File: src/csu_pkg.sv
// shared types, constants and palette lookup for the cga sprite stream unpacker
`timescale 1ns / 1ps

package csu_pkg;

    localparam logic [9:0] WRAP_WIDTH_RST    = 10'd320;
    localparam logic [3:0] SPRITE_MARGIN_RST = 4'd3;
    localparam int unsigned QUEUE_DEPTH      = 2;

    typedef enum logic [1:0] {
        PH_WIDTH  = 2'd0,
        PH_HEIGHT = 2'd1,
        PH_PIXELS = 2'd2
    } t_phase;

    typedef enum logic [0:0] {
        REG_WRAP_WIDTH    = 1'b0,
        REG_SPRITE_MARGIN = 1'b1
    } t_cfg_reg;

    typedef enum logic {
        CMD_MARKER = 1'b0,
        CMD_PIXELS = 1'b1
    } t_cmd_kind;

    // one queue entry: either four pixels of a byte or an empty sprite marker
    typedef struct packed {
        t_cmd_kind   kind;
        logic [7:0]  data;
        logic [9:0]  x_base;
        logic [15:0] y;
        logic        sprite_end;
    } t_cmd;

    typedef struct packed {
        logic [7:0] r;
        logic [7:0] g;
        logic [7:0] b;
    } t_rgb;

    // palette 1, high intensity
    function automatic t_rgb palette(input logic [1:0] code);
        t_rgb c;
        c = '{r: 8'h00, g: 8'h00, b: 8'h00};
        case (code)
            2'd1:    c = '{r: 8'h55, g: 8'hFF, b: 8'hFF};
            2'd2:    c = '{r: 8'hFF, g: 8'h55, b: 8'hFF};
            2'd3:    c = '{r: 8'hFF, g: 8'hFF, b: 8'hFF};
            default: c = '{r: 8'h00, g: 8'h00, b: 8'h00};
        endcase
        return c;
    endfunction

endpackage

File: src/cga_sprite_stream_unpacker_top.sv
// top level of the cga 2bpp sprite stream unpacker with shelf layout
`timescale 1ns / 1ps

// Input channel (i_valid/o_ready, i_data_byte) takes the sprite byte stream:
// width byte, height byte, then height rows of ceil(width/4) packed bytes.
// Output channel (o_valid/i_ready) gives one pixel per item with its screen
// position, color code and palette rgb; last_of_run marks the fourth pixel of
// a byte and the marker item, sprite_end the final item of a sprite. An empty
// sprite gives a single marker item with pixel_valid low.
// Config channel (i_cfg_valid/o_cfg_ready, i_cfg_index, i_cfg_data): index 0
// is the wrap width, index 1 the sprite margin; other indexes are dropped.
// Write it only while the block is idle.
// The first item of a byte passes through the command queue, then the output
// register. Throughput: one output item per cycle while i_ready is high, so
// four items per byte; the single output register that emits one pixel
// a cycle sets this. Width and height bytes are taken when o_ready is high.
// A two-entry command queue lets the parser accept bytes while the output
// side is stalled; when the receiver holds i_ready low the queue fills and
// o_ready drops. Reset restores the register defaults, homes the cursor and
// empties the queue and output register.
module cga_sprite_stream_unpacker_top
    import csu_pkg::*;
(
    input  logic        i_clk,
    input  logic        i_rst_n,
    input  logic        i_cfg_valid,
    output logic        o_cfg_ready,
    input  logic [1:0]  i_cfg_index,
    input  logic [9:0]  i_cfg_data,
    input  logic        i_valid,
    output logic        o_ready,
    input  logic [7:0]  i_data_byte,
    output logic        o_valid,
    input  logic        i_ready,
    output logic [9:0]  o_pixel_x,
    output logic [15:0] o_pixel_y,
    output logic [1:0]  o_color_index,
    output logic [7:0]  o_red,
    output logic [7:0]  o_green,
    output logic [7:0]  o_blue,
    output logic        o_pixel_valid,
    output logic        o_last_of_run,
    output logic        o_sprite_end
);

    logic q_full;
    logic q_not_empty;
    logic push;
    logic pop;
    t_cmd push_cmd;
    t_cmd head_cmd;

    assign o_cfg_ready = 1'b1;

    csu_front u_front (
        .i_clk        (i_clk),
        .i_rst_n      (i_rst_n),
        .i_cfg_valid  (i_cfg_valid),
        .i_cfg_index  (i_cfg_index),
        .i_cfg_data   (i_cfg_data),
        .i_valid      (i_valid),
        .i_data_byte  (i_data_byte),
        .i_queue_full (q_full),
        .o_ready      (o_ready),
        .o_push       (push),
        .o_cmd        (push_cmd)
    );

    csu_queue u_queue (
        .i_clk       (i_clk),
        .i_rst_n     (i_rst_n),
        .i_push      (push),
        .i_cmd       (push_cmd),
        .i_pop       (pop),
        .o_full      (q_full),
        .o_not_empty (q_not_empty),
        .o_cmd       (head_cmd)
    );

    csu_back u_back (
        .i_clk         (i_clk),
        .i_rst_n       (i_rst_n),
        .i_cmd_valid   (q_not_empty),
        .i_cmd         (head_cmd),
        .o_pop         (pop),
        .i_ready       (i_ready),
        .o_valid       (o_valid),
        .o_pixel_x     (o_pixel_x),
        .o_pixel_y     (o_pixel_y),
        .o_color_index (o_color_index),
        .o_red         (o_red),
        .o_green       (o_green),
        .o_blue        (o_blue),
        .o_pixel_valid (o_pixel_valid),
        .o_last_of_run (o_last_of_run),
        .o_sprite_end  (o_sprite_end)
    );

endmodule

File: src/csu_front.sv
// front end: config registers, stream parser and shelf layout cursor
`timescale 1ns / 1ps

module csu_front
    import csu_pkg::*;
(
    input  logic        i_clk,
    input  logic        i_rst_n,
    input  logic        i_cfg_valid,
    input  logic [1:0]  i_cfg_index,
    input  logic [9:0]  i_cfg_data,
    input  logic        i_valid,
    input  logic [7:0]  i_data_byte,
    input  logic        i_queue_full,
    output logic        o_ready,
    output logic        o_push,
    output t_cmd        o_cmd
);

    t_phase      r_phase, n_phase;
    logic [9:0]  r_wrap_width;
    logic [3:0]  r_margin;
    logic [7:0]  r_sprite_width, n_sprite_width;
    logic [7:0]  r_sprite_height, n_sprite_height;
    logic [7:0]  r_row_count, n_row_count;
    logic [6:0]  r_byte_in_row, n_byte_in_row;
    logic [9:0]  r_origin_x, n_origin_x;
    logic [15:0] r_origin_y, n_origin_y;
    logic [9:0]  r_cursor_x, n_cursor_x;
    logic [15:0] r_cursor_y, n_cursor_y;
    logic [7:0]  r_row_max, n_row_max;

    logic        accept;
    logic        wrap_hit;
    logic [9:0]  cx0;
    logic [15:0] cy0;
    logic [7:0]  rmax0;
    logic [8:0]  padded;
    logic [6:0]  bytes_per_row;
    logic [6:0]  bir_inc;
    logic [7:0]  row_inc;

    assign o_ready = !i_queue_full;
    assign accept  = i_valid && o_ready;

    always_ff @(posedge i_clk) begin
        if (!i_rst_n) begin
            r_wrap_width <= WRAP_WIDTH_RST;
            r_margin     <= SPRITE_MARGIN_RST;
        end else if (i_cfg_valid) begin
            if (i_cfg_index == {1'b0, REG_WRAP_WIDTH}) begin
                r_wrap_width <= i_cfg_data;
            end else if (i_cfg_index == {1'b0, REG_SPRITE_MARGIN}) begin
                r_margin <= i_cfg_data[3:0];
            end
        end
    end

    always_ff @(posedge i_clk) begin
        if (!i_rst_n) begin
            r_phase         <= PH_WIDTH;
            r_sprite_width  <= '0;
            r_sprite_height <= '0;
            r_row_count     <= '0;
            r_byte_in_row   <= '0;
            r_origin_x      <= '0;
            r_origin_y      <= '0;
            r_cursor_x      <= '0;
            r_cursor_y      <= '0;
            r_row_max       <= '0;
        end else begin
            r_phase         <= n_phase;
            r_sprite_width  <= n_sprite_width;
            r_sprite_height <= n_sprite_height;
            r_row_count     <= n_row_count;
            r_byte_in_row   <= n_byte_in_row;
            r_origin_x      <= n_origin_x;
            r_origin_y      <= n_origin_y;
            r_cursor_x      <= n_cursor_x;
            r_cursor_y      <= n_cursor_y;
            r_row_max       <= n_row_max;
        end
    end

    // shelf wrap test and cursor advance
    always_comb begin
        wrap_hit = ({1'b0, r_cursor_x} + {3'b0, r_sprite_width}) > {1'b0, r_wrap_width};
        cx0      = wrap_hit ? 10'd0 : r_cursor_x;
        cy0      = wrap_hit ? 16'(r_cursor_y + {8'b0, r_row_max} + {12'b0, r_margin})
                            : r_cursor_y;
        rmax0    = wrap_hit ? 8'd0 : r_row_max;
        padded   = ({1'b0, r_sprite_width} + 9'd3) & ~9'd3;
        bytes_per_row = 7'(({1'b0, r_sprite_width} + 9'd3) >> 2);
        bir_inc  = r_byte_in_row + 7'd1;
        row_inc  = r_row_count + 8'd1;
    end

    always_comb begin
        n_phase         = r_phase;
        n_sprite_width  = r_sprite_width;
        n_sprite_height = r_sprite_height;
        n_row_count     = r_row_count;
        n_byte_in_row   = r_byte_in_row;
        n_origin_x      = r_origin_x;
        n_origin_y      = r_origin_y;
        n_cursor_x      = r_cursor_x;
        n_cursor_y      = r_cursor_y;
        n_row_max       = r_row_max;
        o_push          = 1'b0;
        o_cmd.kind       = CMD_PIXELS;
        o_cmd.data       = i_data_byte;
        o_cmd.x_base     = 10'(r_origin_x + {1'b0, r_byte_in_row, 2'b00});
        o_cmd.y          = 16'(r_origin_y + {8'b0, r_row_count});
        o_cmd.sprite_end = 1'b0;
        if (accept) begin
            unique case (r_phase)
                PH_HEIGHT: begin
                    n_sprite_height = i_data_byte;
                    n_origin_x      = cx0;
                    n_origin_y      = cy0;
                    n_cursor_y      = cy0;
                    n_row_max       = (i_data_byte > rmax0) ? i_data_byte : rmax0;
                    n_cursor_x      = 10'({1'b0, cx0} + {2'b0, padded} + {7'b0, r_margin});
                    n_row_count     = '0;
                    n_byte_in_row   = '0;
                    if (r_sprite_width == 8'd0 || i_data_byte == 8'd0) begin
                        n_phase          = PH_WIDTH;
                        o_push           = 1'b1;
                        o_cmd.kind       = CMD_MARKER;
                        o_cmd.x_base     = cx0;
                        o_cmd.y          = cy0;
                        o_cmd.sprite_end = 1'b1;
                    end else begin
                        n_phase = PH_PIXELS;
                    end
                end
                PH_PIXELS: begin
                    o_push        = 1'b1;
                    n_byte_in_row = bir_inc;
                    if (bir_inc >= bytes_per_row) begin
                        n_byte_in_row = '0;
                        n_row_count   = row_inc;
                        if (row_inc >= r_sprite_height) begin
                            o_cmd.sprite_end = 1'b1;
                            n_phase          = PH_WIDTH;
                        end
                    end
                end
                default: begin
                    // width byte, also taken for the unused phase code
                    n_sprite_width = i_data_byte;
                    n_phase        = PH_HEIGHT;
                end
            endcase
        end
    end

endmodule

File: src/csu_queue.sv
// two-entry command queue between the parser and the pixel expander
`timescale 1ns / 1ps

module csu_queue
    import csu_pkg::*;
(
    input  logic i_clk,
    input  logic i_rst_n,
    input  logic i_push,
    input  t_cmd i_cmd,
    input  logic i_pop,
    output logic o_full,
    output logic o_not_empty,
    output t_cmd o_cmd
);

    localparam int unsigned PtrW = $clog2(QUEUE_DEPTH);
    localparam int unsigned CntW = $clog2(QUEUE_DEPTH + 1);

    t_cmd            r_mem [QUEUE_DEPTH];
    logic [PtrW-1:0] r_wr_ptr;
    logic [PtrW-1:0] r_rd_ptr;
    logic [CntW-1:0] r_count;

    assign o_full      = (r_count == CntW'(QUEUE_DEPTH));
    assign o_not_empty = (r_count != '0);
    assign o_cmd       = r_mem[r_rd_ptr];

    always_ff @(posedge i_clk) begin
        if (i_push) begin
            r_mem[r_wr_ptr] <= i_cmd;
        end
    end

    always_ff @(posedge i_clk) begin
        if (!i_rst_n) begin
            r_wr_ptr <= '0;
            r_rd_ptr <= '0;
            r_count  <= '0;
        end else begin
            if (i_push) begin
                r_wr_ptr <= (r_wr_ptr == PtrW'(QUEUE_DEPTH - 1)) ? '0 : r_wr_ptr + 1'b1;
            end
            if (i_pop) begin
                r_rd_ptr <= (r_rd_ptr == PtrW'(QUEUE_DEPTH - 1)) ? '0 : r_rd_ptr + 1'b1;
            end
            case ({i_push, i_pop})
                2'b10:   r_count <= r_count + 1'b1;
                2'b01:   r_count <= r_count - 1'b1;
                default: r_count <= r_count;
            endcase
        end
    end

endmodule

File: src/csu_back.sv
// back end: expands queued commands into pixel results in an output register
`timescale 1ns / 1ps

module csu_back
    import csu_pkg::*;
(
    input  logic        i_clk,
    input  logic        i_rst_n,
    input  logic        i_cmd_valid,
    input  t_cmd        i_cmd,
    output logic        o_pop,
    input  logic        i_ready,
    output logic        o_valid,
    output logic [9:0]  o_pixel_x,
    output logic [15:0] o_pixel_y,
    output logic [1:0]  o_color_index,
    output logic [7:0]  o_red,
    output logic [7:0]  o_green,
    output logic [7:0]  o_blue,
    output logic        o_pixel_valid,
    output logic        o_last_of_run,
    output logic        o_sprite_end
);

    logic        r_valid;
    logic [1:0]  r_sub;
    logic [9:0]  r_x;
    logic [15:0] r_y;
    logic [1:0]  r_color;
    t_rgb        r_rgb;
    logic        r_pix;
    logic        r_last;
    logic        r_end;

    logic        load;
    logic        is_pix;
    logic [1:0]  code;
    logic [9:0]  x_next;
    logic        sub_last;

    assign load     = i_cmd_valid && (!r_valid || i_ready);
    assign is_pix   = (i_cmd.kind == CMD_PIXELS);
    // bits 1:0 come first and sit at the rightmost column of the group
    assign code     = 2'(i_cmd.data >> {r_sub, 1'b0});
    assign x_next   = is_pix ? 10'(i_cmd.x_base + {8'b0, 2'd3 - r_sub}) : i_cmd.x_base;
    assign sub_last = !is_pix || (r_sub == 2'd3);
    assign o_pop    = load && sub_last;

    always_ff @(posedge i_clk) begin
        if (!i_rst_n) begin
            r_valid <= 1'b0;
            r_sub   <= '0;
        end else begin
            if (load) begin
                r_valid <= 1'b1;
                r_sub   <= sub_last ? 2'd0 : r_sub + 2'd1;
            end else if (i_ready) begin
                r_valid <= 1'b0;
            end
        end
    end

    always_ff @(posedge i_clk) begin
        if (load) begin
            r_x     <= x_next;
            r_y     <= i_cmd.y;
            r_color <= is_pix ? code : 2'd0;
            r_rgb   <= is_pix ? palette(code) : '0;
            r_pix   <= is_pix;
            r_last  <= sub_last;
            r_end   <= sub_last && i_cmd.sprite_end;
        end
    end

    assign o_valid       = r_valid;
    assign o_pixel_x     = r_x;
    assign o_pixel_y     = r_y;
    assign o_color_index = r_color;
    assign o_red         = r_rgb.r;
    assign o_green       = r_rgb.g;
    assign o_blue        = r_rgb.b;
    assign o_pixel_valid = r_pix;
    assign o_last_of_run = r_last;
    assign o_sprite_end  = r_end;

endmodule
File: config.mk
export PLATFORM = sky130hd
export DESIGN_NAME = cga_sprite_stream_unpacker_top
export DESIGN_NICKNAME = d
export VERILOG_FILES = /design/src/csu_pkg.sv /design/src/cga_sprite_stream_unpacker_top.sv /design/src/csu_front.sv /design/src/csu_queue.sv /design/src/csu_back.sv
export SDC_FILE = /design/constraint.sdc
export NUM_CORES = 1
export LEC_CHECK = 0
export ABC_AREA = 1
export BUFFER_PORTS_ARGS = -buffer_cell sky130_fd_sc_hd__buf_2
export CORE_ASPECT_RATIO = 1.75
export CORE_MARGIN = 2
export CORE_UTILIZATION = 55
export CTS_CLUSTER_SIZE = 30
export DETAILED_ROUTE_END_ITERATION = 8
export PLACE_DENSITY = 0.78
export SYNTH_ARGS = -nofsm -noshare
export SYNTH_HDL_FRONTEND = slang
export SYNTH_SLANG_ARGS = --single-unit
File: constraint.sdc
create_clock -name i_clk -period 4.4 [get_ports i_clk]
set_clock_uncertainty 0.1 [all_clocks]
set_input_delay 0.22 -clock i_clk [delete_from_list [all_inputs] [get_ports i_clk]]
set_output_delay 0.22 -clock i_clk [all_outputs]
set_load 0.01 [all_outputs]
# Yosys cells after proc, flatten, opt, wreduce, memory -nomap -nowiden
# Memory sizes are Yosys's and may differ from the RTL's. A register that Yosys moved wholly into a read port is not among the register bits.
# Cells that the tools add are included.
# word_totals
out_inout_bits,58
word_cells,123
ramBits,72
regBits,153
mem_count,1
input_bits,25
# classes
eq_ne,12
n_bitwise,2
n_addsub,17
n_lt_le_gt_ge,4
shifts,1
reduce_logical,25
muxes,36
# memory_table
name,words,width,read_ports,rd_clocked_by_memory_dff,write_ports,line,text
u_queue.r_mem,2,36,1,1,1,csu_queue.sv:20,t_cmd r_mem [QUEUE_DEPTH];
# ops
op,count
one-hot mux 24 bit (3 select lines),1
2-to-1 mux 27 bit,2
adder 16 x 8 -> 16 bit,2
2-to-1 mux 26 bit,1
2-to-1 mux 8 bit,3
adder 10 x 9 -> 10 bit,2
2-to-1 mux 10 bit,2
adder 16 x 4 -> 16 bit,1
zero test 8 bit,2
2-to-1 mux 16 bit,1
one-hot mux 8 bit (2 select lines),1
2-to-1 mux 1 bit,15
one-hot mux 7 bit (2 select lines),1
== test 2 bit (second input constant),6
adder 10 x 8 -> 11 bit,1
> comparator 11 x 10 -> 1 bit,1
adder 10 x 2 -> 10 bit,1
adder 10 x 4 -> 10 bit,1
adder 8 x 2 -> 9 bit (second input constant),1
AND reduction 3 bit,3
adder 8 x 1 -> 8 bit (second input constant),1
== test 2 x 1 -> 1 bit (second input constant),4
greater-or-equal comparator 8 bit,1
> comparator 8 bit,1
20 further kinds,42

# Longest topological paths before layout
# Gate-level depths: netlist (run 1).
# depth
ltp_word,7
mapped_depth,32
ltp_nobuf,31

# Hierarchy
# From an unflattened synthesis (run 1), not the netlist that was laid out.
# unflattened
hier_cells,1539
area_unflattened_um2,12644.6
# modules_own_cells
module,seq_area_each_um2,n_inst,cells_per_inst,area_each_um2
csu_front,1821.7,1,1214,7898.8
csu_queue,2262.2,1,147,2977.9
csu_back,1051.0,1,176,1756.7
cga_sprite_stream_unpacker_top,0.0,1,2,11.3

# Least setup slack after synthesis (run 1)
# No wires, ideal clock.
# synth_timing
path_type,register -> register
startpoint,register u_front.r_cursor_x[0]
endpoint,register u_front.r_cursor_x[6]
required_ns,4.186
setup_time_ns,0.114
path_slack_ns,0.008
path_stages_with_launch,28
n_path_buf,1
arrival_ns,4.178
period_less_slack_ns,4.392
cell_sequence,dfxtp_1 -> ha_1 -> fa_1 -> nand3_1 -> nand3_2 -> a31oi_1 -> xor2_1 -> inv_1 -> ha_1 -> nand2_1 -> inv_1 -> a21oi_1 -> nand2_1 -> nand2_1 -> nand3_2 -> nand2_4 -> buf_6 -> nand2_1 -> fa_1 -> inv_1 -> ha_1 -> a21oi_1 -> nand2_1 -> a21oi_1 -> o21ai_0 -> xor2_1 -> o21bai_1 -> inv_1
# synth_between
elab_chain_len,5
# synth_lines
element,line,text
"start, declared",csu_front.sv:29,"logic [9:0] r_cursor_x, n_cursor_x;"
"start signal, assigned",csu_front.sv:79,r_cursor_x <= n_cursor_x;
adder 10 x 8 -> 11 bit,csu_front.sv:87,"wrap_hit = ({1'b0, r_cursor_x} + {3'b0, r_sprite_width}) > {1'b0, r_wrap_width};"
> comparator 11 x 10 -> 1 bit,csu_front.sv:87,
2-to-1 mux 10 bit *,csu_front.sv:88,cx0 = wrap_hit ? 10'd0 : r_cursor_x;
adder 10 x 9 -> 10 bit *,csu_front.sv:123,"n_cursor_x = 10'({1'b0, cx0} + {2'b0, padded} + {7'b0, r_margin});"
adder 10 x 4 -> 10 bit *,csu_front.sv:123,
# Every way passes the cells marked *; elsewhere a longest branch is shown, timed or not.
# A chain may end at the register's enable or synchronous reset.

# Final worst setup path (run 1)
# layout_timing
startpoint,register u_front.r_cursor_x[0]
endpoint,register u_front.r_cursor_x[8]
# layout_between
elab_chain_len,5
# layout_lines
element,line,text
adder 10 x 8 -> 11 bit,csu_front.sv:87,
> comparator 11 x 10 -> 1 bit,csu_front.sv:87,
2-to-1 mux 10 bit,csu_front.sv:88,
named net u_front.cx0[2],csu_front.sv:35,logic [9:0] cx0;
adder 10 x 9 -> 10 bit,csu_front.sv:123,
adder 10 x 4 -> 10 bit,csu_front.sv:123,
# The timed path passes the listed nets, and every way through them passes these cells.

==> impl_metrics.yaml, run 1 <==
worst_setup_path:
  worstPathRequired_ns: 4.68
  cp_slowest_stage_delay_ns: 0.53
  slowest_stage: "fa_1"
  endpoint_kind: "flip-flop"
  crit_type: "flip-flop to flip-flop"
  cpMostUsedCell: "nand2_1"
  cp-start-kind: "flip-flop"
  cp.arrival_ns: 4.60
  critPathMaxFanout: 3
synthesis:
  synth_edf_count: 105
  synth_top_area_share_pct: 26.2
  yosys_warnings: 0
  synth_xor_xnor_area_share_pct: 3.79
  synth_ff_type: "edfxtp_1"
  netlist_top_cells_count: "377 x nand2_1, 192 x inv_1, 128 x a21oi_1"
  synth.distinct_cells: 46
  synthAdderAreaFrac_pct: 11.5
  synth_fp_nets: 1601
  yosysMostFrequentCell: "nand2_1"
  syn_avg_cell_area_um2: 8.16
  synthTopCellsByArea: "edfxtp_1 26%, dfxtp_1 16%, nand2_1 12%"
  yosys.area_share.simple_pct: 20.6
  synth_area_um2: 12000
  yosysTopAreaCell: "edfxtp_1"
  synth_async_sr_flop_share_pct: 0
  synth_compound_area_share_pct: 11.8
  synthMuxAreaShare_pct: 0.416
  syn-instance-count: 1473
  synth_top_family_by_area: "simple AND/OR/NAND/NOR gates"
  synth-seq-cells: 204
  yosysSeqAreaShare_pct: 42.7
power:
  peakVddDrop_uv: 419
  finalPower_uw: 5780
  power_density_nw_per_um2: 408
  p_leak_uw: 0.00649
timing:
  fmax_mhz: 231
  final_hold_viol_count: 0
  setup_viol: 0
  drv_slew: 0
  relSlewSlack_pct: 32.6
  worstMarginPinSlew_ns: 1.01
  min_period_over_period_pct: 98.2
  rsz0062_at_grt: "true"
  fin_crit_ns: 4.32
route:
  drc_errors: 0
  route.detailed.wl_per_inst_um: 15.8
  via_per_inst: 5.48
  drt-total-wl_um: 29900
  num_vias: 10377
  first_pass_iters: 5
  drtIter0Drc: 537
  ant_nets: 0
floorplanning:
  die_w_um: 116
  die_h_um: 200
  dieArea_um2: 23100
  rows: 71
  core_area_um2: 21500
  start_util_pct: 55.9
  io-pin-count: 83
clock_network:
  cts-buffers-inserted: 20
  path_clk_slew_ns: 0.07
  cts_tree: "built"
  cts_sinks: 204
  cts.path.max_buffers: 3
  clockRootBuffer: "clkbuf_16"
  htree_levels: 1
  clock_latency_ns: 0.49
global_route:
  grt_first_pass_wirelength_um: 47500
  grt_max_degree: 59
  grt_pass1_vias: 10441
  grtUsageTotal_pct: 25.6
  grt_overflow: 0
  antenna_found_initial: 0
placement:
  numPortBuffers: 81
  place_area_um2: 12800
  dp_hpwl_um: 21200
  gp_congestion: 0.901
run:
  cap_violations: 0
final_layout:
  area_growth_pct: 17.9
  fillers: 1750
  drive_gt1_share_pct: 16.1
  nNetsFinal: 1714
  fin_area_um2: 14200
  diodes: 0
status:
  outcome: "finished clean"
hold_path:
  hold_class: "input pin to flip-flop"
kinds of logic after synthesis:
logic type | after synthesis
adder cells (fa/ha/maj) | 103
XOR/XNOR | 52
buffers and inverters | 259
other | 1
multiplexers | 5
AND/OR/NAND/NOR | 585
flip-flops | 204
AO/OA/AOI/OAI | 264
cell type report:
type	count	area [µm²]	area share (%)
clock buffers	22	529	3.74
multi-input cells	1010	6190	43.7
clock inverters	14	195	1.38
inverters	196	736	5.19
flip-flops and latches	204	5140	36.3
well taps	292	365	2.58
repair buffers	154	1020	7.20
routing by layer:
metal  GRT usage [%]  up-vias  part of all wire [%]
li1                -     5066                     -
met1            26.7     4776                    36
met2            47.5      395                    52
met3            3.03      140                   5.2
met4            16.4        0                   7.0
met5               0        -                     0
where the power goes:
part,internal [µW],leakage (µW),total [µW],switching [µW]
Clock,1120,0.000342,1890,767
Sequential,2210,0.00177,2300,88.9
Combinational,604,0.00437,1590,989
sequential cells by signal, indices dropped and copies added (netlist names), 4 cells and up, named ones only:
signal	cells
u_back.o_pixel_x	10
u_back.o_pixel_y	16
u_front.r_byte_in_row	7
u_front.r_cursor_x	10
u_front.r_cursor_y	16
u_front.r_margin	4
u_front.r_origin_x	10
u_front.r_row_count	8
u_front.r_row_max	8
u_front.r_sprite_height	8
u_front.r_sprite_width	8
u_front.r_wrap_width	10
u_queue.r_mem	72
cell usage in the layout (no fill, tap or decap), drive strengths merged:
| cell | n |
|---|---|
| a211oi | 2 |
| a21o | 3 |
| a21oi | 129 |
| a2bb2oi | 1 |
| a31oi | 3 |
| and3 | 2 |
| buf | 138 |
| bufinv | 4 |
| clkbuf | 22 |
| clkinv | 5 |
| clkinvlp | 4 |
| conb | 1 |
| dfxtp | 99 |
| dlygate4sd3 | 16 |
| edfxtp | 105 |
| fa | 12 |
| ha | 91 |
| inv | 197 |
| mux2i | 5 |
| nand2 | 381 |
| nand3 | 86 |
| nand3b | 12 |
| nand4 | 14 |
| nor2 | 73 |
| nor3 | 9 |
| nor4 | 2 |
| o211ai | 5 |
| o21a | 4 |
| o21ai | 105 |
| o21bai | 4 |
| o221ai | 2 |
| o22ai | 3 |
| o31ai | 3 |
| or2 | 6 |
| xnor2 | 19 |
| xor2 | 33 |
timing repair:
action,4_1_cts,5_1_grt
hold buffers,16,0
pin swaps,9,32
resized for setup,21,55
endpoints found under the hold margin,21,0
setup endpoints to repair,6,14
buffers inserted,3,6
through the flow:
| stage | TNS (ns) | util [%] | std cells | setup slack (ns) | hold WS [ns] |
|---|---|---|---|---|---|
| floorplan | 0 | - | 1473 | 0.00813 | 0.219 |
| CTS | 0 | 64.2 | 1886 | 0.00993 | 0.00000255 |
| global placement | -0.121 | 59.6 | 1831 | -0.0576 | 0.337 |
| detailed placement | -0.847 | 59.6 | 1831 | -0.205 | 0.349 |
| global route | -0.690 | 65.9 | 1892 | -0.129 | 0.00531 |
| finish | 0 | 65.9 | 1892 | 0.0801 | 0.0190 |
critical path, delay by kind of cell, from the launching register on:
| family | cells | cell delay (ns) |
|---|---|---|
| compound gates | 2 | 0.31 |
| xor+xnor | 1 | 0.17 |
| fa+ha+maj | 5 | 1.60 |
| buf+inv | 4 | 0.39 |
| flops | 1 | 0.34 |
| simple gates | 16 | 1.29 |
final timing paths:
check	start	to	slack (ns)	cells past startpoint
max reg2reg	u_front.r_cursor_x[0]	u_front.r_cursor_x[8]	0.08	28
max	u_front.r_cursor_x[0]	u_front.r_cursor_x[8]	0.08	28
min	i_data_byte[3]	u_queue.r_mem[1][30]	0.02	1
min reg2reg	u_front.r_wrap_width[4]	u_front.r_wrap_width[4]	0.37	2
(Power assumes the default switching activity.)
==> run 2: changes to the inputs <==
--- a/config.mk
+++ b/config.mk
@@ -9,10 +9,11 @@
 export BUFFER_PORTS_ARGS = -buffer_cell sky130_fd_sc_hd__buf_2
 export CORE_ASPECT_RATIO = 1.75
 export CORE_MARGIN = 2
-export CORE_UTILIZATION = 55
+export CORE_UTILIZATION = 57
+export CTS_BUF_LIST = sky130_fd_sc_hd__clkbuf_8
 export CTS_CLUSTER_SIZE = 30
 export DETAILED_ROUTE_END_ITERATION = 8
-export PLACE_DENSITY = 0.78
+export PLACE_DENSITY = 0.8
 export SYNTH_ARGS = -nofsm -noshare
 export SYNTH_HDL_FRONTEND = slang
 export SYNTH_SLANG_ARGS = --single-unit
==> impl_metrics.yaml, run 2 (synthesis results as in run 1) <==
status:
  outcome: "finished clean"
clock_network:
  cts.path.max_buffers: 3
  cts_sinks: 204
  htree_levels: 1
  cts-buffers-inserted: 30
  clockRootBuffer: "clkbuf_8"
  cts_tree: "built"
  path_clk_slew_ns: 0.08
  clock_latency_ns: 0.61
final_layout:
  drive_gt1_share_pct: 17.1
  largest_register: "u_queue.r_mem"
  layout_common_cells: "359 x nand2_1, 198 x inv_1, 121 x a21oi_1"
  mostFrequentLayoutCell: "nand2_1"
  fillers: 1604
  nNetsFinal: 1743
  area_growth_pct: 18.7
  fin_cells: 1891
  diodes: 0
  largest_reg_flops: 72
  multi_input_area_um2: 6210
  regArea_um2: 5140
worst_setup_path:
  cp.arrival_ns: 4.76
  critPathMaxFanout: 3
  slowest_stage: "fa_1"
  r2r-start: "u_front.r_cursor_x[0]"
  cp-start-kind: "flip-flop"
  worstRegToRegCells: 28
  endpoint_kind: "flip-flop"
  crit_type: "flip-flop to flip-flop"
  crit_family: "adder cells"
  cpMostUsedCell: "nand2_2"
  startpoint: "u_front.r_cursor_x[0]"
  path_buf_inv: 5
  worstPathRequired_ns: 4.81
  cp_slowest_stage_delay_ns: 0.45
  cp.depth: 28
floorplanning:
  core_area_um2: 20800
  die_h_um: 196
  rows: 70
  die_w_um: 114
  dieArea_um2: 22300
  start_util_pct: 57.7
  io-pin-count: 83
run:
  cap_violations: 0
route:
  route.detailed.wl_per_inst_um: 16.3
  drt-total-wl_um: 30900
  drc_errors: 0
  first_pass_iters: 5
  drtIter0Drc: 635
  via_per_inst: 5.57
  ant_nets: 0
  num_vias: 10526
placement:
  gp_congestion: 0.927
  numPortBuffers: 81
  dp.cells: 1791
  dp_hpwl_um: 21000
global_route:
  grt_pass1_vias: 10235
  grt_first_pass_wirelength_um: 47600
  grt_max_degree: 59
  antenna_found_initial: 0
  grt_overflow: 0
  grtUsageTotal_pct: 26.5
hold_path:
  hold_class: "input pin to flip-flop"
  min_path_cells: 5
  hp-start: "i_valid"
power:
  power_density_nw_per_um2: 398
  p_leak_uw: 0.00662
  finalPower_uw: 5680
  peakVddDrop_uv: 270
timing:
  drv_slew: 0
  final_hold_viol_count: 0
  min_period_over_period_pct: 98.9
  setup_viol: 0
  relSlewSlack_pct: 31.7
  fmax_mhz: 230
  rsz0062_at_grt: "true"
  fin_crit_ns: 4.35
  worstMarginPinSlew_ns: 1.02
-- run 2: changes by cell type in the layout (fill, tap and decap cells not counted), moves of 2 or more --
cell           change
buf_4              +7
clkinv_2           +4
nand2_4            +2
clkinv_4           -2
inv_1              +8
nand2_1            -3
inv_6              -2
clkbuf_8          +32
clkbuf_16         -21
dlygate4sd3_1     +13
-- run 2: what timing repair did --
action	4_1_cts	5_1_grt
hold buffers	29	0
gates resized for setup	21	61
endpoints found under the setup margin	5	14
pin swaps	6	38
gates cloned	0	0
setup buffers	3	12
hold endpoints to repair	48	0
-- run 2: per-layer routing --
layer / track usage (%) / wire [µm] / up-vias
met4: 16.6 / 1820 / 0
met2: 48.9 / 16100 / 365
met5: 0 / 0 / -
met3: 3.52 / 1570 / 133
li1: - / - / 5126
met1: 27.9 / 11400 / 4902
-- run 2: layout make-up --
| cell class | count | area share (%) |
|---|---|---|
| Clock buffer | 32 | 3.09 |
| Clock inverter | 24 | 1.68 |
| Inverter | 196 | 5.16 |
| Multi-Input combinational cell | 1010 | 43.5 |
| Sequential cell | 204 | 36.0 |
| Tap cell | 252 | 2.21 |
| Timing Repair Buffer | 173 | 8.35 |
-- run 2: path summary, 6_finish.rpt --
check / endpoint / slack, ns
worst max-delay path: u_front.r_cursor_x[8] / 0.05
worst min-delay path: u_queue.r_wr_ptr / 0.18
worst max register to register: u_front.r_cursor_x[8] / 0.05
worst min register to register: flip-flop / 0.36
-- run 2: power breakdown --
group          switching (µW)  total, µW  internal (µW)
sequential               89.8       2300           2210
clock                     782       1750            972
combinational            1000       1620            624
total                    1870       5680           3810
-- run 2: metrics by stage --
stage               hold WS (ns)  instance area (µm²)  utilization [%]  setup TNS (ns)  worst slack [ns]
floorplan                  0.219                12000                -               0           0.00813
global placement           0.337                12800             61.2          -0.252           -0.0733
detailed placement         0.345                12800             61.2          -0.719            -0.193
CTS                        0.116                13800             66.4               0           0.00815
global route               0.219                14300             68.5           -1.31            -0.168
finish                     0.183                14300             68.5               0            0.0500
-- run 2: worst register-to-register path, delay by kind of cell, from the launching register on --
family	cells	cell delay, ns
buf+inv	5	0.46
fa+ha+maj	5	1.51
flops	1	0.34
compound gates	3	0.41
simple gates	14	1.28
xor+xnor	1	0.16
==> run 3: changes to the inputs <==
--- a/config.mk
+++ b/config.mk
@@ -16,4 +16,5 @@
 export PLACE_DENSITY = 0.8
 export SYNTH_ARGS = -nofsm -noshare
 export SYNTH_HDL_FRONTEND = slang
+export SYNTH_HIERARCHICAL = 1
 export SYNTH_SLANG_ARGS = --single-unit
==> impl_metrics.yaml, run 3 <==
power:
  p_sw_uw: 1480
  peakVddDrop_uv: 275
  finalPower_uw: 4820
  p_int_uw: 3330
  power_frac_clock_pct: 32.4
  power_frac_seq_pct: 44.8
  switching_share_pct: 30.8
  p_comb_share_pct: 22.8
  power_density_nw_per_um2: 327
  p_leak_uw: 0.00687
route:
  drt-total-wl_um: 32700
  route.detailed.wl_per_inst_um: 16.4
  via_per_inst: 5.46
  first_pass_iters: 5
  ant_nets: 0
  num_vias: 10864
  drc_errors: 0
  drtIter0Drc: 704
global_route:
  antenna_found_initial: 0
  grt_overflow: 0
  grt_use_met3_pct: 2.93
  grtUsageTotal_pct: 26.7
  grtUsageMet1_pct: 27.1
  grt_first_pass_wirelength_um: 49800
  grt-busiest-layer: "met2"
  grt_max_degree: 68
  grt_use_met2_pct: 50.6
  grt_pass1_vias: 10665
worst_setup_path:
  r2r-start: "u_front/r_cursor_x[0]"
  worstPathRequired_ns: 4.78
  reg2reg_slack_ns: -0.06
  critPathMaxFanout: 4
  timing.rr.end: "u_front/r_cursor_x[6]"
  crit_type: "flip-flop to flip-flop"
  cp-start-kind: "flip-flop"
  worstRegToRegCells: 29
  cp.arrival_ns: 4.84
  endpoint_kind: "flip-flop"
  cp_slowest_stage_delay_ns: 0.59
  slowest_stage: "fa_1"
synthesis:
  synth_fp_nets: 1667
  synth_top_area_share_pct: 24.9
  yosysSeqAreaShare_pct: 40.6
  yosysTopAreaCell: "edfxtp_1"
  netlist_top_cells_count: "356 x nand2_1, 225 x inv_1, 125 x a21oi_1"
  synth.distinct_cells: 51
  synth_ff_type: "edfxtp_1"
  synth-seq-cells: 204
  synth_area_um2: 12600
  yosys_warnings: 6
  synth_edf_count: 105
  syn-instance-count: 1539
  synth_async_sr_flop_share_pct: 0
  yosysMostFrequentCell: "nand2_1"
  syn_avg_cell_area_um2: 8.22
  synthTopCellsByArea: "edfxtp_1 25%, dfxtp_1 16%, nand2_1 11%"
status:
  violations: "negative setup slack"
  outcome: "finished with violations"
hold_path:
  min_path_cells: 4
  min_to: "u_front/r_byte_in_row[0]"
  hold_class: "input pin to flip-flop"
  hp-start: "i_valid"
final_layout:
  mostFrequentLayoutCell: "nand2_1"
  nNetsFinal: 1797
  area_growth_pct: 16.7
  fin_area_um2: 14800
  drive_gt1_share_pct: 18.7
  largest_reg_flops: 72
  layout_common_cells: "344 x nand2_1, 233 x inv_1, 117 x a21oi_1"
  diodes: 0
  largest_register: "u_queue/r_mem"
  fillers: 1770
timing:
  fin_crit_ns: 4.46
  fin_ws_ns: -0.0599
  fmax_mhz: 224
  setup_viol: 2
  drv_slew: 0
  min_period_over_period_pct: 101
  final_hold_viol_count: 0
  relSlewSlack_pct: 25.5
  worstMarginPinSlew_ns: 1.12
  rsz0062_at_grt: "true"
clock_network:
  cts_tree: "built"
  cts.path.max_buffers: 3
  cts-buffers-inserted: 30
  clockRootBuffer: "clkbuf_8"
  clock_latency_ns: 0.57
  path_clk_slew_ns: 0.07
  htree_levels: 1
  cts_sinks: 204
floorplanning:
  core_area_um2: 22000
  io-pin-count: 83
  die_w_um: 117
  rows: 72
  start_util_pct: 57.5
  die_h_um: 201
  dieArea_um2: 23400
run:
  cap_violations: 0
placement:
  numPortBuffers: 81
  dp_hpwl_um: 22700
  gp_congestion: 0.957
  place_area_um2: 13300
[run 3: how the worst max path moves through the flow]
stage,from,endpoint,cells after the start
global route,u_front/r_cursor_x[0],u_front/r_cursor_x[6],29
floorplan,u_front/r_sprite_width[0],u_front/r_cursor_x[7],29
CTS,u_front/r_sprite_width[0],u_front/r_cursor_x[6],29
global placement,u_front/r_sprite_width[0],u_front/r_cursor_x[7],29
detailed placement,u_front/r_sprite_width[0],u_front/r_cursor_x[6],29
finish,u_front/r_cursor_x[0],u_front/r_cursor_x[6],29
[run 3: kinds of logic (layout without fill, tap and decap cells)]
family,count (synthesis),after routing,synth area share (%)
AOI/OAI and AO/OA,247,247,10.3
and+or+nand+nor,604,604,20.4
xor gates and xnor gates,43,43,2.98
buffers and inverters,301,454,10.7
other,1,1,0.0297
adders and majority gates,103,103,10.9
DFF,204,204,40.6
muxes,36,36,4.10
[run 3: layout make-up]
class	count	area, µm²	share of cell area, %
Timing Repair Buffer	170	1160	7.89
Sequential cell	204	5140	34.9
Clock buffer	33	454	3.08
Multi-Input combinational cell	1034	6600	44.8
Tap cell	296	370	2.51
Inverter	229	865	5.86
Clock inverter	22	151	1.03
[run 3: metal layers]
layer | up-vias | part of all wire (%) | routed length [µm]
li1 | 5281 | - | -
met1 | 5044 | 35 | 11600
met2 | 396 | 53 | 17400
met3 | 143 | 4.9 | 1600
met4 | 0 | 6.3 | 2060
met5 | - | 0 | 0
[run 3: power by group through the flow]
| stage | Combinational (µW) | Sequential [µW] | Clock, µW |
|---|---|---|---|
| global placement | 902 | 2190 | 0 |
| floorplan | 667 | 2170 | 0 |
| CTS | 969 | 2150 | 1600 |
| detailed placement | 930 | 2190 | 0 |
| global route | 1210 | 2160 | 1660 |
| finish | 1100 | 2160 | 1560 |
[run 3: stage by stage]
stage | TNS [ns] | setup slack, ns | hold WS, ns | cells | utilization, %
after CTS | 0 | 0.000319 | 0.162 | 1978 | 65.0
after global routing | -1.03 | -0.271 | 0.274 | 1988 | 67.1
after global placement | -0.279 | -0.108 | 0.339 | 1893 | 60.6
final | -0.0658 | -0.0599 | 0.239 | 1988 | 67.1
after floorplan | 0 | 0.0100 | 0.233 | 1539 | -
after detailed placement | -1.02 | -0.218 | 0.338 | 1893 | 60.6
[run 3: timing repair]
item,CTS,global route
setup buffers,0,10
setup endpoints to repair,6,15
hold buffers,30,0
gates resized for setup,14,71
pin swaps,5,44
endpoints found under the hold margin,46,0
gates cloned,0,0
[run 3: critical path: cells and delay by family (launching register included)]
kind,cells,cell delay [ns]
adders and majority gates,5,1.68
and+or+nand+nor,12,0.91
AOI/OAI and AO/OA,5,0.66
DFF,1,0.34
xor gates and xnor gates,2,0.33
buffers and inverters,5,0.33
